### config.mk
export PLATFORM = sky130hd
export DESIGN_NAME = top_n_score_select
export DESIGN_NICKNAME = d
export VERILOG_FILES = /design/src/rtl/tnss_pkg.sv /design/src/rtl/top_n_score_select.sv /design/src/rtl/tnss_cell.sv
export SDC_FILE = /design/constraint.sdc
export NUM_CORES = 2
export LEC_CHECK = 0
export CAP_MARGIN = 20
export CELL_PAD_IN_SITES_DETAIL_PLACEMENT = 1
export CELL_PAD_IN_SITES_GLOBAL_PLACEMENT = 1
export CORE_MARGIN = 4
export CORE_UTILIZATION = 52
export DETAILED_ROUTE_END_ITERATION = 6
export DONT_BUFFER_PORTS = 1
export PLACE_DENSITY = 0.83
export SLEW_MARGIN = 20
export SYNTH_ARGS = -nofsm -noshare
export SYNTH_HDL_FRONTEND = slang
export SYNTH_SLANG_ARGS = --single-unit
### constraint.sdc
create_clock -name clk -period 6.95 [get_ports clk]
set_clock_uncertainty 0.15 [all_clocks]
set_input_delay 1.39 -clock clk [delete_from_list [all_inputs] [get_ports clk]]
set_output_delay 1.39 -clock clk [all_outputs]
set_load 0.01 [all_outputs]
### src/rtl/tnss_pkg.sv
// Types, constants and helper functions of the score selection block.
package tnss_pkg;

  localparam int MAX_KEEP       = 16;
  localparam int MAX_ROW_LENGTH = 4096;

  localparam int SCORE_W    = 16;
  localparam int POS_W      = 12;
  localparam int TAG_W      = 8;
  localparam int KEEP_CNT_W = 5;
  localparam int ROW_POS_W  = (MAX_ROW_LENGTH > 1) ? $clog2(MAX_ROW_LENGTH) : 1;
  localparam int LIMIT_W    = $clog2(MAX_KEEP + 1);
  localparam int CFG_IDX_W  = 1;
  localparam int CFG_DATA_W = 16;

  localparam logic [SCORE_W-1:0]    THRESHOLD_RESET = 16'd66;
  localparam logic [KEEP_CNT_W-1:0] KEEP_RESET      = 5'd5;

  localparam logic [CFG_IDX_W-1:0] REG_THRESHOLD = 1'b0;
  localparam logic [CFG_IDX_W-1:0] REG_KEEP      = 1'b1;

  typedef enum logic {
    ST_IDLE,
    ST_DRAIN
  } state_t;

  typedef struct packed {
    logic                 valid;
    logic [SCORE_W-1:0]   score;
    logic [ROW_POS_W-1:0] position;
  } entry_t;

  // Broadcast from the controller to every cell of the list.
  typedef struct packed {
    logic   step;
    logic   admit;
    logic   drain;
    entry_t new_ent;
  } cell_ctl_t;

  // What a cell shows its right-hand neighbor.
  typedef struct packed {
    entry_t ent;
    logic   gt;
  } cell_link_t;

  // True when pair a ranks strictly above pair b; equal scores go by position.
  function automatic logic ranks_above(entry_t a, entry_t b);
    logic res;
    if (a.score != b.score) begin
      res = (a.score > b.score);
    end else begin
      res = (a.position > b.position);
    end
    return res;
  endfunction

endpackage

### src/rtl/top_n_score_select.sv
// Top level of the score selection block: controller, position counter and cell row.
//
// Scores enter one per clock while busy is low, each numbered by its place in
// the row. A row of MAX_KEEP cells holds the best pairs in order; a new score
// is compared against all cells at once and slides in, pushing lower pairs one
// cell along. On the row's last beat busy rises and the list unloads through
// the head cell, one result per cycle; the first result passes the state and
// output registers on its way to the out_ ports. Busy stays high until the
// head cell shows its last kept pair or nothing, after which the next row may
// start at once. Results cannot be held off; out_strobe marks each one for a
// single cycle. Configuration writes take effect on the next accepted score.
module top_n_score_select (
  input  logic                              clk,
  input  logic                              rst_n,
  input  logic                              start,
  output logic                              busy,
  input  logic [tnss_pkg::SCORE_W-1:0]      in_score,
  input  logic                              in_row_last,
  input  logic [tnss_pkg::TAG_W-1:0]        in_row_tag,
  output logic                              out_strobe,
  output logic [tnss_pkg::SCORE_W-1:0]      out_best_score,
  output logic [tnss_pkg::POS_W-1:0]        out_best_position,
  output logic                              out_found,
  output logic                              out_result_last,
  output logic [tnss_pkg::TAG_W-1:0]        out_result_tag,
  input  logic                              cfg_we,
  input  logic [tnss_pkg::CFG_IDX_W-1:0]    cfg_index,
  input  logic [tnss_pkg::CFG_DATA_W-1:0]   cfg_data
);

  tnss_pkg::state_t                     state_r, state_nxt;
  logic [tnss_pkg::SCORE_W-1:0]         threshold_r;
  logic [tnss_pkg::KEEP_CNT_W-1:0]      keep_count_r;
  logic [tnss_pkg::LIMIT_W-1:0]         k_eff;
  logic [tnss_pkg::ROW_POS_W-1:0]       pos_r, pos_nxt;
  logic [tnss_pkg::TAG_W-1:0]           tag_r;
  logic                                 accept;
  tnss_pkg::cell_ctl_t                  ctl;
  tnss_pkg::cell_link_t                 links [tnss_pkg::MAX_KEEP];
  tnss_pkg::entry_t                     head;
  logic                                 second_valid;

  logic                                 out_strobe_r, out_strobe_nxt;
  logic [tnss_pkg::SCORE_W-1:0]         out_score_r, out_score_nxt;
  logic [tnss_pkg::POS_W-1:0]           out_pos_r, out_pos_nxt;
  logic                                 out_found_r, out_found_nxt;
  logic                                 out_last_r, out_last_nxt;
  logic [tnss_pkg::TAG_W-1:0]           out_tag_r;

  assign accept = start && (state_r == tnss_pkg::ST_IDLE);
  assign busy   = (state_r == tnss_pkg::ST_DRAIN);

  always_comb begin
    if (int'(keep_count_r) > tnss_pkg::MAX_KEEP) begin
      k_eff = tnss_pkg::LIMIT_W'(tnss_pkg::MAX_KEEP);
    end else begin
      k_eff = tnss_pkg::LIMIT_W'(keep_count_r);
    end
  end

  // Configuration registers.
  always_ff @(posedge clk) begin
    if (!rst_n) begin
      threshold_r  <= tnss_pkg::THRESHOLD_RESET;
      keep_count_r <= tnss_pkg::KEEP_RESET;
    end else if (cfg_we) begin
      unique case (cfg_index)
        tnss_pkg::REG_THRESHOLD: threshold_r  <= cfg_data[tnss_pkg::SCORE_W-1:0];
        tnss_pkg::REG_KEEP:      keep_count_r <= cfg_data[tnss_pkg::KEEP_CNT_W-1:0];
        default: ;
      endcase
    end
  end

  // Position counter: saturates, and restarts after the row's last beat.
  always_comb begin
    pos_nxt = pos_r;
    if (accept) begin
      if (in_row_last) begin
        pos_nxt = '0;
      end else if (pos_r != tnss_pkg::ROW_POS_W'(tnss_pkg::MAX_ROW_LENGTH - 1)) begin
        pos_nxt = pos_r + 1'b1;
      end
    end
  end

  always_ff @(posedge clk) begin
    if (!rst_n) begin
      pos_r <= '0;
    end else begin
      pos_r <= pos_nxt;
    end
  end

  always_ff @(posedge clk) begin
    if (accept && in_row_last) begin
      tag_r <= in_row_tag;
    end
  end

  always_comb begin
    ctl.step           = accept;
    ctl.admit          = accept && (in_score >= threshold_r);
    ctl.drain          = (state_r == tnss_pkg::ST_DRAIN);
    ctl.new_ent.valid    = 1'b1;
    ctl.new_ent.score    = in_score;
    ctl.new_ent.position = pos_r;
  end

  for (genvar i = 0; i < tnss_pkg::MAX_KEEP; i++) begin : g_cell
    tnss_pkg::cell_link_t left_link;
    tnss_pkg::entry_t     right_ent;
    logic                 keep_ok;

    assign keep_ok = (tnss_pkg::LIMIT_W'(i) < k_eff);

    if (i == 0) begin : g_first
      assign left_link = '0;
    end else begin : g_mid
      assign left_link = links[i-1];
    end

    if (i == tnss_pkg::MAX_KEEP - 1) begin : g_end
      assign right_ent = '0;
    end else begin : g_inner
      assign right_ent = links[i+1].ent;
    end

    tnss_cell u_cell (
      .clk       (clk),
      .rst_n     (rst_n),
      .ctl       (ctl),
      .keep_ok   (keep_ok),
      .left_link (left_link),
      .right_ent (right_ent),
      .link      (links[i])
    );
  end

  assign head = links[0].ent;

  if (tnss_pkg::MAX_KEEP > 1) begin : g_second
    assign second_valid = links[1].ent.valid;
  end else begin : g_single
    assign second_valid = 1'b0;
  end

  // Next state and the next result beat; an empty list gives one not-found beat.
  always_comb begin
    state_nxt      = state_r;
    out_strobe_nxt = 1'b0;
    out_score_nxt  = head.valid ? head.score : '0;
    out_pos_nxt    = head.valid ? tnss_pkg::POS_W'(head.position) : '0;
    out_found_nxt  = head.valid;
    out_last_nxt   = !head.valid || !second_valid;
    unique case (state_r)
      tnss_pkg::ST_IDLE: begin
        if (accept && in_row_last) begin
          state_nxt = tnss_pkg::ST_DRAIN;
        end
      end
      tnss_pkg::ST_DRAIN: begin
        out_strobe_nxt = 1'b1;
        if (out_last_nxt) begin
          state_nxt = tnss_pkg::ST_IDLE;
        end
      end
      default: state_nxt = tnss_pkg::ST_IDLE;
    endcase
  end

  always_ff @(posedge clk) begin
    if (!rst_n) begin
      state_r      <= tnss_pkg::ST_IDLE;
      out_strobe_r <= 1'b0;
    end else begin
      state_r      <= state_nxt;
      out_strobe_r <= out_strobe_nxt;
    end
  end

  always_ff @(posedge clk) begin
    if (state_r == tnss_pkg::ST_DRAIN) begin
      out_score_r <= out_score_nxt;
      out_pos_r   <= out_pos_nxt;
      out_found_r <= out_found_nxt;
      out_last_r  <= out_last_nxt;
      out_tag_r   <= tag_r;
    end
  end

  assign out_strobe        = out_strobe_r;
  assign out_best_score    = out_score_r;
  assign out_best_position = out_pos_r;
  assign out_found         = out_found_r;
  assign out_result_last   = out_last_r;
  assign out_result_tag    = out_tag_r;

endmodule

### src/rtl/tnss_cell.sv
// One slot of the sorted insertion list, with its compare and shift logic.
module tnss_cell (
  input  logic                  clk,
  input  logic                  rst_n,
  input  tnss_pkg::cell_ctl_t   ctl,
  input  logic                  keep_ok,
  input  tnss_pkg::cell_link_t  left_link,
  input  tnss_pkg::entry_t      right_ent,
  output tnss_pkg::cell_link_t  link
);

  tnss_pkg::entry_t ent_r;
  tnss_pkg::entry_t ent_nxt;
  tnss_pkg::entry_t eff;
  logic             gt;

  always_comb begin
    eff       = ent_r;
    eff.valid = ent_r.valid & keep_ok;
    gt        = !eff.valid || tnss_pkg::ranks_above(ctl.new_ent, eff);

    ent_nxt = ent_r;
    if (ctl.drain) begin
      ent_nxt = right_ent;
    end else if (ctl.step) begin
      ent_nxt = eff;
      // The first slot the new pair beats takes it; every slot behind it
      // takes what its left neighbor held.
      if (ctl.admit && gt) begin
        ent_nxt = left_link.gt ? left_link.ent : ctl.new_ent;
      end
      ent_nxt.valid = ent_nxt.valid & keep_ok;
    end
  end

  always_ff @(posedge clk) begin
    if (!rst_n) begin
      ent_r.valid <= 1'b0;
    end else begin
      ent_r <= ent_nxt;
    end
  end

  assign link.ent = eff;
  assign link.gt  = gt;

endmodule

After elaboration in Yosys (flattened, before gate mapping)
Cells that the tools add are included.
{ "totals": {"latch_bits": 0, "mem_bits_ro": 0, "ramBits": 0, "inputBits": 46, "wordCells": 369, "output_inout_bits": 40, "memories": 0, "regBits": 545} }
{ "classes": {"n_addsub": 1, "eq_ne": 17, "n_bitwise": 35, "muxes": 117, "n_mul": 0, "div": 0, "order_cmp": 50, "shift": 0, "n_reduce_logical": 90} }
{ "op_table": {"columns": ["operator", "n"], "rows": [
  ["$mux 29", 93],
  ["$gt 16x16->1", 16],
  ["$ne 16x16->1", 16],
  ["$gt 12x12->1", 16],
  ["$reduce_and 3->1", 16],
  ["$lt 4x5->1 const A", 8],
  ["$reduce_bool 2->1", 18],
  ["$and 1x1->1", 32],
  ["$mux 28", 1],
  ["$mux 12", 2],
  ["$lt 3x5->1 const A", 4],
  ["$logic_and 1x1->1", 19],
  ["$mux 1", 19],
  ["$logic_or 1x1->1", 17],
  ["$ge 16x16->1", 1],
  ["$logic_not 1->1", 16],
  ["$add 12x1->12 const B", 1],
  ["$ne 12x12->1 const B", 1],
  ["$lt 1x5->1 const A", 2],
  ["$lt 2x5->1 const A", 2],
  ["$reduce_and 2->1", 3],
  ["$gt 5x5->1 const B", 1],
  ["$mux 5", 1],
  ["$not 1->1", 3],
  ["other kinds (2)", 2]
]} }

Depth between registers and ports, before layout
{ "logic_depth": {"word_depth": 13, "ltp_mapped": 14, "ltp_nobuf": 9} }

Modules after synthesis
Synthesis repeated with hierarchy kept, for this count alone.
{ "hier_totals": {"hier_cells": 4614, "area_unflattened_um2": 44879.3} }
{ "modules_own_cells": {"columns": ["module", "cells_each", "area_each_um2", "n_inst", "seq_area_each_um2"], "rows": [
  ["tnss_cell", 267, 2578.7, 16, 860.8],
  ["top_n_score_select", 342, 3619.7, 1, 2082.0]
]} }

Least setup slack after synthesis
No wires, ideal clock.
{ "synth_path": {"path_type": "input -> register", "from": "in in_score[0] (netlist bit)", "to": "reg g_cell[6].u_cell.ent_r (netlist bit g_cell[6].u_cell.link[10]) (enable)", "required_time_ns": 6.379, "setup_time_ns": 0.421, "path_buffers": 4, "arrival_ns": 5.268, "path_slack_ns": 1.111, "cell_stages": 13, "cell_sequence": "clkbuf_1 > clkbuf_1 > inv_1 > ha_1 > nor2b_1 > o21ai_1 > a31oi_1 > o211ai_1 > nand2_1 > buf_2 > or2_2 > clkbuf_1 > a21boi_1"} }
{ "synth_between": {"elab_chain_cells": 6, "elab_cells_between_ends": 9, "classes_between": "order compare: 2; eq/ne: 1; mux: 1; reduce/logical: 5"} }
{ "synth_lines": {"columns": ["element", "line_no", "source"], "rows": [
  ["start, declared", "top_n_score_select.sv:17", "input logic [tnss_pkg::SCORE_W-1:0] in_score,"],
  ["$gt 16x16->1 / $ne 16x16->1 (equally long branches)", "tnss_pkg.sv:51, tnss_pkg.sv:50", null],
  ["$mux 1", "tnss_pkg.sv:50", "if (a.score != b.score) begin"],
  ["$logic_or 1x1->1", "tnss_cell.sv:20", "gt = !eff.valid || tnss_pkg::ranks_above(ctl.new_ent, eff);"],
  ["$logic_and 1x1->1 (*)", "tnss_cell.sv:29", "if (ctl.admit && gt) begin"],
  ["$reduce_bool 2->1 (no line) (*)", null, null],
  ["$reduce_and 3->1 (no line) (*)", null, null],
  ["end signal, assigned", "tnss_cell.sv:40", "ent_r <= ent_nxt;"],
  ["end, declared", "tnss_cell.sv:12", "tnss_pkg::entry_t ent_r;"]
]} }
Every way passes the cells marked *; elsewhere a longest branch is shown, timed or not.
A chain may end at the register's enable or synchronous reset.

Worst setup path after layout
{ "layout_path": {"from": "reg pos_r[0] (netlist bit)", "to": "reg g_cell[8].u_cell.ent_r (netlist bit g_cell[8].u_cell.link[2]) (enable)"} }
{ "layout_between": {"elab_chain_cells": 6} }
{ "layout_lines": {"columns": ["element", "line_no", "source"], "rows": [
  ["start, declared", "top_n_score_select.sv:35", "logic [tnss_pkg::ROW_POS_W-1:0] pos_r, pos_nxt;"],
  ["start signal, assigned", "top_n_score_select.sv:91", "pos_r <= pos_nxt;"],
  ["$gt 12x12->1", "tnss_pkg.sv:53", "res = (a.position > b.position);"],
  ["$mux 1", "tnss_pkg.sv:50", null],
  ["$logic_or 1x1->1", "tnss_cell.sv:20", null],
  ["$logic_and 1x1->1", "tnss_cell.sv:29", null],
  ["$reduce_bool 2->1 (no line)", null, null],
  ["$reduce_and 3->1 (no line)", null, null],
  ["end signal, assigned", "tnss_cell.sv:40", null],
  ["end, declared", "tnss_cell.sv:12", null]
]} }
No other way between the ends.

==> key figures <==
Synthesis
  – Sequential fraction of the synthesis area: 41.6%
  – Synth Cell Area: about 0.038 mm^2
  – Post-synth top area share: 38.9%
  – Syn Inst Count: roughly 3.7k
  – Cell taking the most area after synthesis: edfxtp_1
  – #FFs+latches synth: 545
  – Top post-synthesis cells by area: edfxtp_1 (39%), ha_1 (15%), mux2i_1 (9.6%)
  – Post-synthesis cell type count: 74
  – Synth warnings: 0
  – Post-synth EDFFs: 494
  – Ys flop type: edfxtp_1
  – Async SR Flop Fraction: 0%
  – Avg Inst Size Synth: 10.3 um^2
  – Syn_nets: between 4k and 5k

Detailed routing
  – DR iter-0 viols: ~4.1k
  – Drt wl/cell: 29.5 um
  – Remaining DRCs: 0
  – Vias post-DR: 32.0k
  – Total wire length: 136 mm
  – Initial DRT Pass Iterations: 5
  – Post-DR vias/cell: 6.95
  – Antenna-violating nets left: 0

Worst setup path
  – Crit Path Category: reg -> reg
  – Worst EP arrival: between 5 and 6 ns
  – Crit start category: flip-flop
  – CP max FO: 29
  – CP required: 7.10 ns
  – Critical path capture point type: flip-flop

Die
  – # rows: between 90 and 100
  – Initial Util: 52.8%
  – Die Area: just under 0.08 mm^2
  – Ports: 86
  – Die W: about 280 um
  – CORE AREA: ~0.072 mm^2
  – Die extent in y: 279 um

STA
  – Final TNS setup: 0 ns
  – # setup viols final: 0
  – Slew headroom: 25.8%
  – Fin. max-slew vios: 0
  – Final Hold Fails: 0
  – Max Fclk: 0.202 GHz
  – Post-layout worst setup margin: just over 2 ns
  – Unrepaired setup endpoints after global routing: no
  – Hold slack: about 0.27 ns
  – Worst-margin pin slew: 1.11 ns
  – Time the worst path needs with I/O delays and setup: 4.94 ns
  – Part of the cycle the worst path needs: 71.1%

Clocking
  – H-tree Lvls: 2
  – CTS Buffer Depth: 3
  – CTS Sinks: 545
  – Root Buffer: clkbuf_16
  – Worst-path clk slew: 0.06 ns
  – TritonCTS clock tree: built
  – CTS-repair resized insts: 0
  – CTS Buf Count: 61
  – Hold Buf Count CTS: 0
  – Clock latency on the worst-skew pair: about 0.65 ns
  – Setup Buffers After CTS: 0

Global route
  – Tot GR Track Use: about a third
  – Pin count of the biggest net entering global routing: a little over 200
  – Grt total ovfl: 0
  – Vias in the first global route: 33.1k
  – Initial antenna violation count: 0
  – First-pass GRT wire length: 204 mm

Place
  – Routability cong.: 0.934
  – Hpwl dp: 96.4 mm
  – Worst slack at placement: 1.57 ns
  – PortBufs: 0

Job
  – Number of max-cap violations: 0

Worst hold path
  – Hold Path Class: reg -> reg

Finish
  – Core Util, Final: 57.1%
  – Layout cells sized above 1: 6.60%
  – P&R area growth vs syn: 8.04%
  – Nets: 4114

Power
  – Pwr per Cell Area: between 200 and 250 mW/mm^2
  – Tot Pwr: 0.00843 W
  – Worst vdd ir: 0.213 mV
  – Leak: 16.1 nW

Run status
  – Status: finished clean
## registers in the layout, summed over array words and instances (netlist names), 5 cells and up
name	flops
g_cell.u_cell.link	448
out_best_score	16
keep_count_r	5
g_cell.u_cell.ent_r	16
threshold_r	16
out_result_tag	8
pos_r	12
tag_r	8
out_best_position	12
## critical path, cell delays in order (launching register included)
cell,delay [ns]
dfxtp_1,0.31
buf_4,0.43
inv_1,0.40
buf_4,0.32
ha_1,0.21
nor2b_1,0.10
o211ai_1,0.09
a211o_1,0.26
a31oi_1,0.64
o21ai_4,0.29
buf_4,0.33
or2_1,0.25
buf_4,0.25
a21boi_2,0.17
buf_4,0.38
## area by class of cell
type,instances,area (um^2)
clock buffers,79,1630
clock inverters,33,457
inverters,448,1690
multi-input cells,2465,19700
diodes,1,2.50
fillers,7734,30900
flip-flops and latches,545,15900
well taps,950,1190
repair buffers,82,653
## synthesized netlist by cell type, types with 67 or more instances
master and instances:
mux2i_1 366, inv_1 448, nand2_1 164, o211ai_1 67, o21ai_1 73, nand4_1 102, nor2_1 71, edfxtp_1 494
o22ai_1 333, clkbuf_1 159, ha_1 465, nand3_1 85, a21oi_1 202
## layer usage
| metal | share of wire (%) | track usage [%] | routed length [um] | vias to the layer above |
|---|---|---|---|---|
| li1 | - | - | - | 13846 |
| met1 | 40 | 46.0 | 54800 | 16010 |
| met2 | 44 | 52.4 | 60400 | 1775 |
| met3 | 9.9 | 5.94 | 13400 | 382 |
| met4 | 5.4 | 16.3 | 7300 | 0 |
| met5 | 0 | 0 | 0 | - |
## kinds of logic after synthesis
logic type	synth area share, %
xor+xnor	0.207
flops	41.6
compound gates	17.8
simple gates	8.03
mux	9.70
buf+inv	7.38
fa+ha+maj	15.3
## cells in the final DEF, fill, tap and decap left out, drive strengths merged, types with 11 or more instances in the layout
master	Yosys	routed
dfxtp	51	51
a211oi	40	40
o21ai	120	120
nor3	25	25
inv	448	449
o21a	17	17
a22o	56	56
o22ai	343	343
ha	465	465
edfxtp	494	494
nand4	102	102
nand2	164	164
clkbuf	159	79
clkinv	0	21
nor2b	32	32
or2	14	14
a21o	44	44
nand2b	19	19
a21boi	15	15
and2	37	37
a21oi	202	202
mux2i	366	366
a2111oi	13	13
buf	93	82
a32oi	29	29
nand3	85	85
nor2	71	71
o211ai	67	67
bufinv	0	11
## stage by stage
step | instance area (um^2) | cells
6_report | 41200 | 4603
5_1_grt | 41200 | 4602
4_1_cts | 41200 | 4602
2_1_floorplan | 38100 | 3710
3_5_place_dp | 39100 | 4490
3_3_place_gp | 39100 | 4490
## path summary, 6_finish.rpt
| kind | startpoint | to | cells after the start | slack, ns |
|---|---|---|---|---|
| max | pos_r[0] | g_cell[8].u_cell.link[2] | 14 | 2.01 |
| min | tag_r[4] | out_result_tag[4] | 0 | 0.27 |
| max reg2reg | pos_r[0] | g_cell[8].u_cell.link[2] | 14 | 2.01 |
| min reg2reg | tag_r[4] | out_result_tag[4] | 0 | 0.27 |
## power breakdown
group | switching [W] | leakage [nW] | internal, W | total (W)
sequential | 0.000103 | 5.04 | 0.00375 | 0.00385
clock | 0.00142 | 1.01 | 0.00205 | 0.00347
combinational | 0.000714 | 10.1 | 0.000393 | 0.00111
No activity file was read; power rests on OpenSTA's default activity.
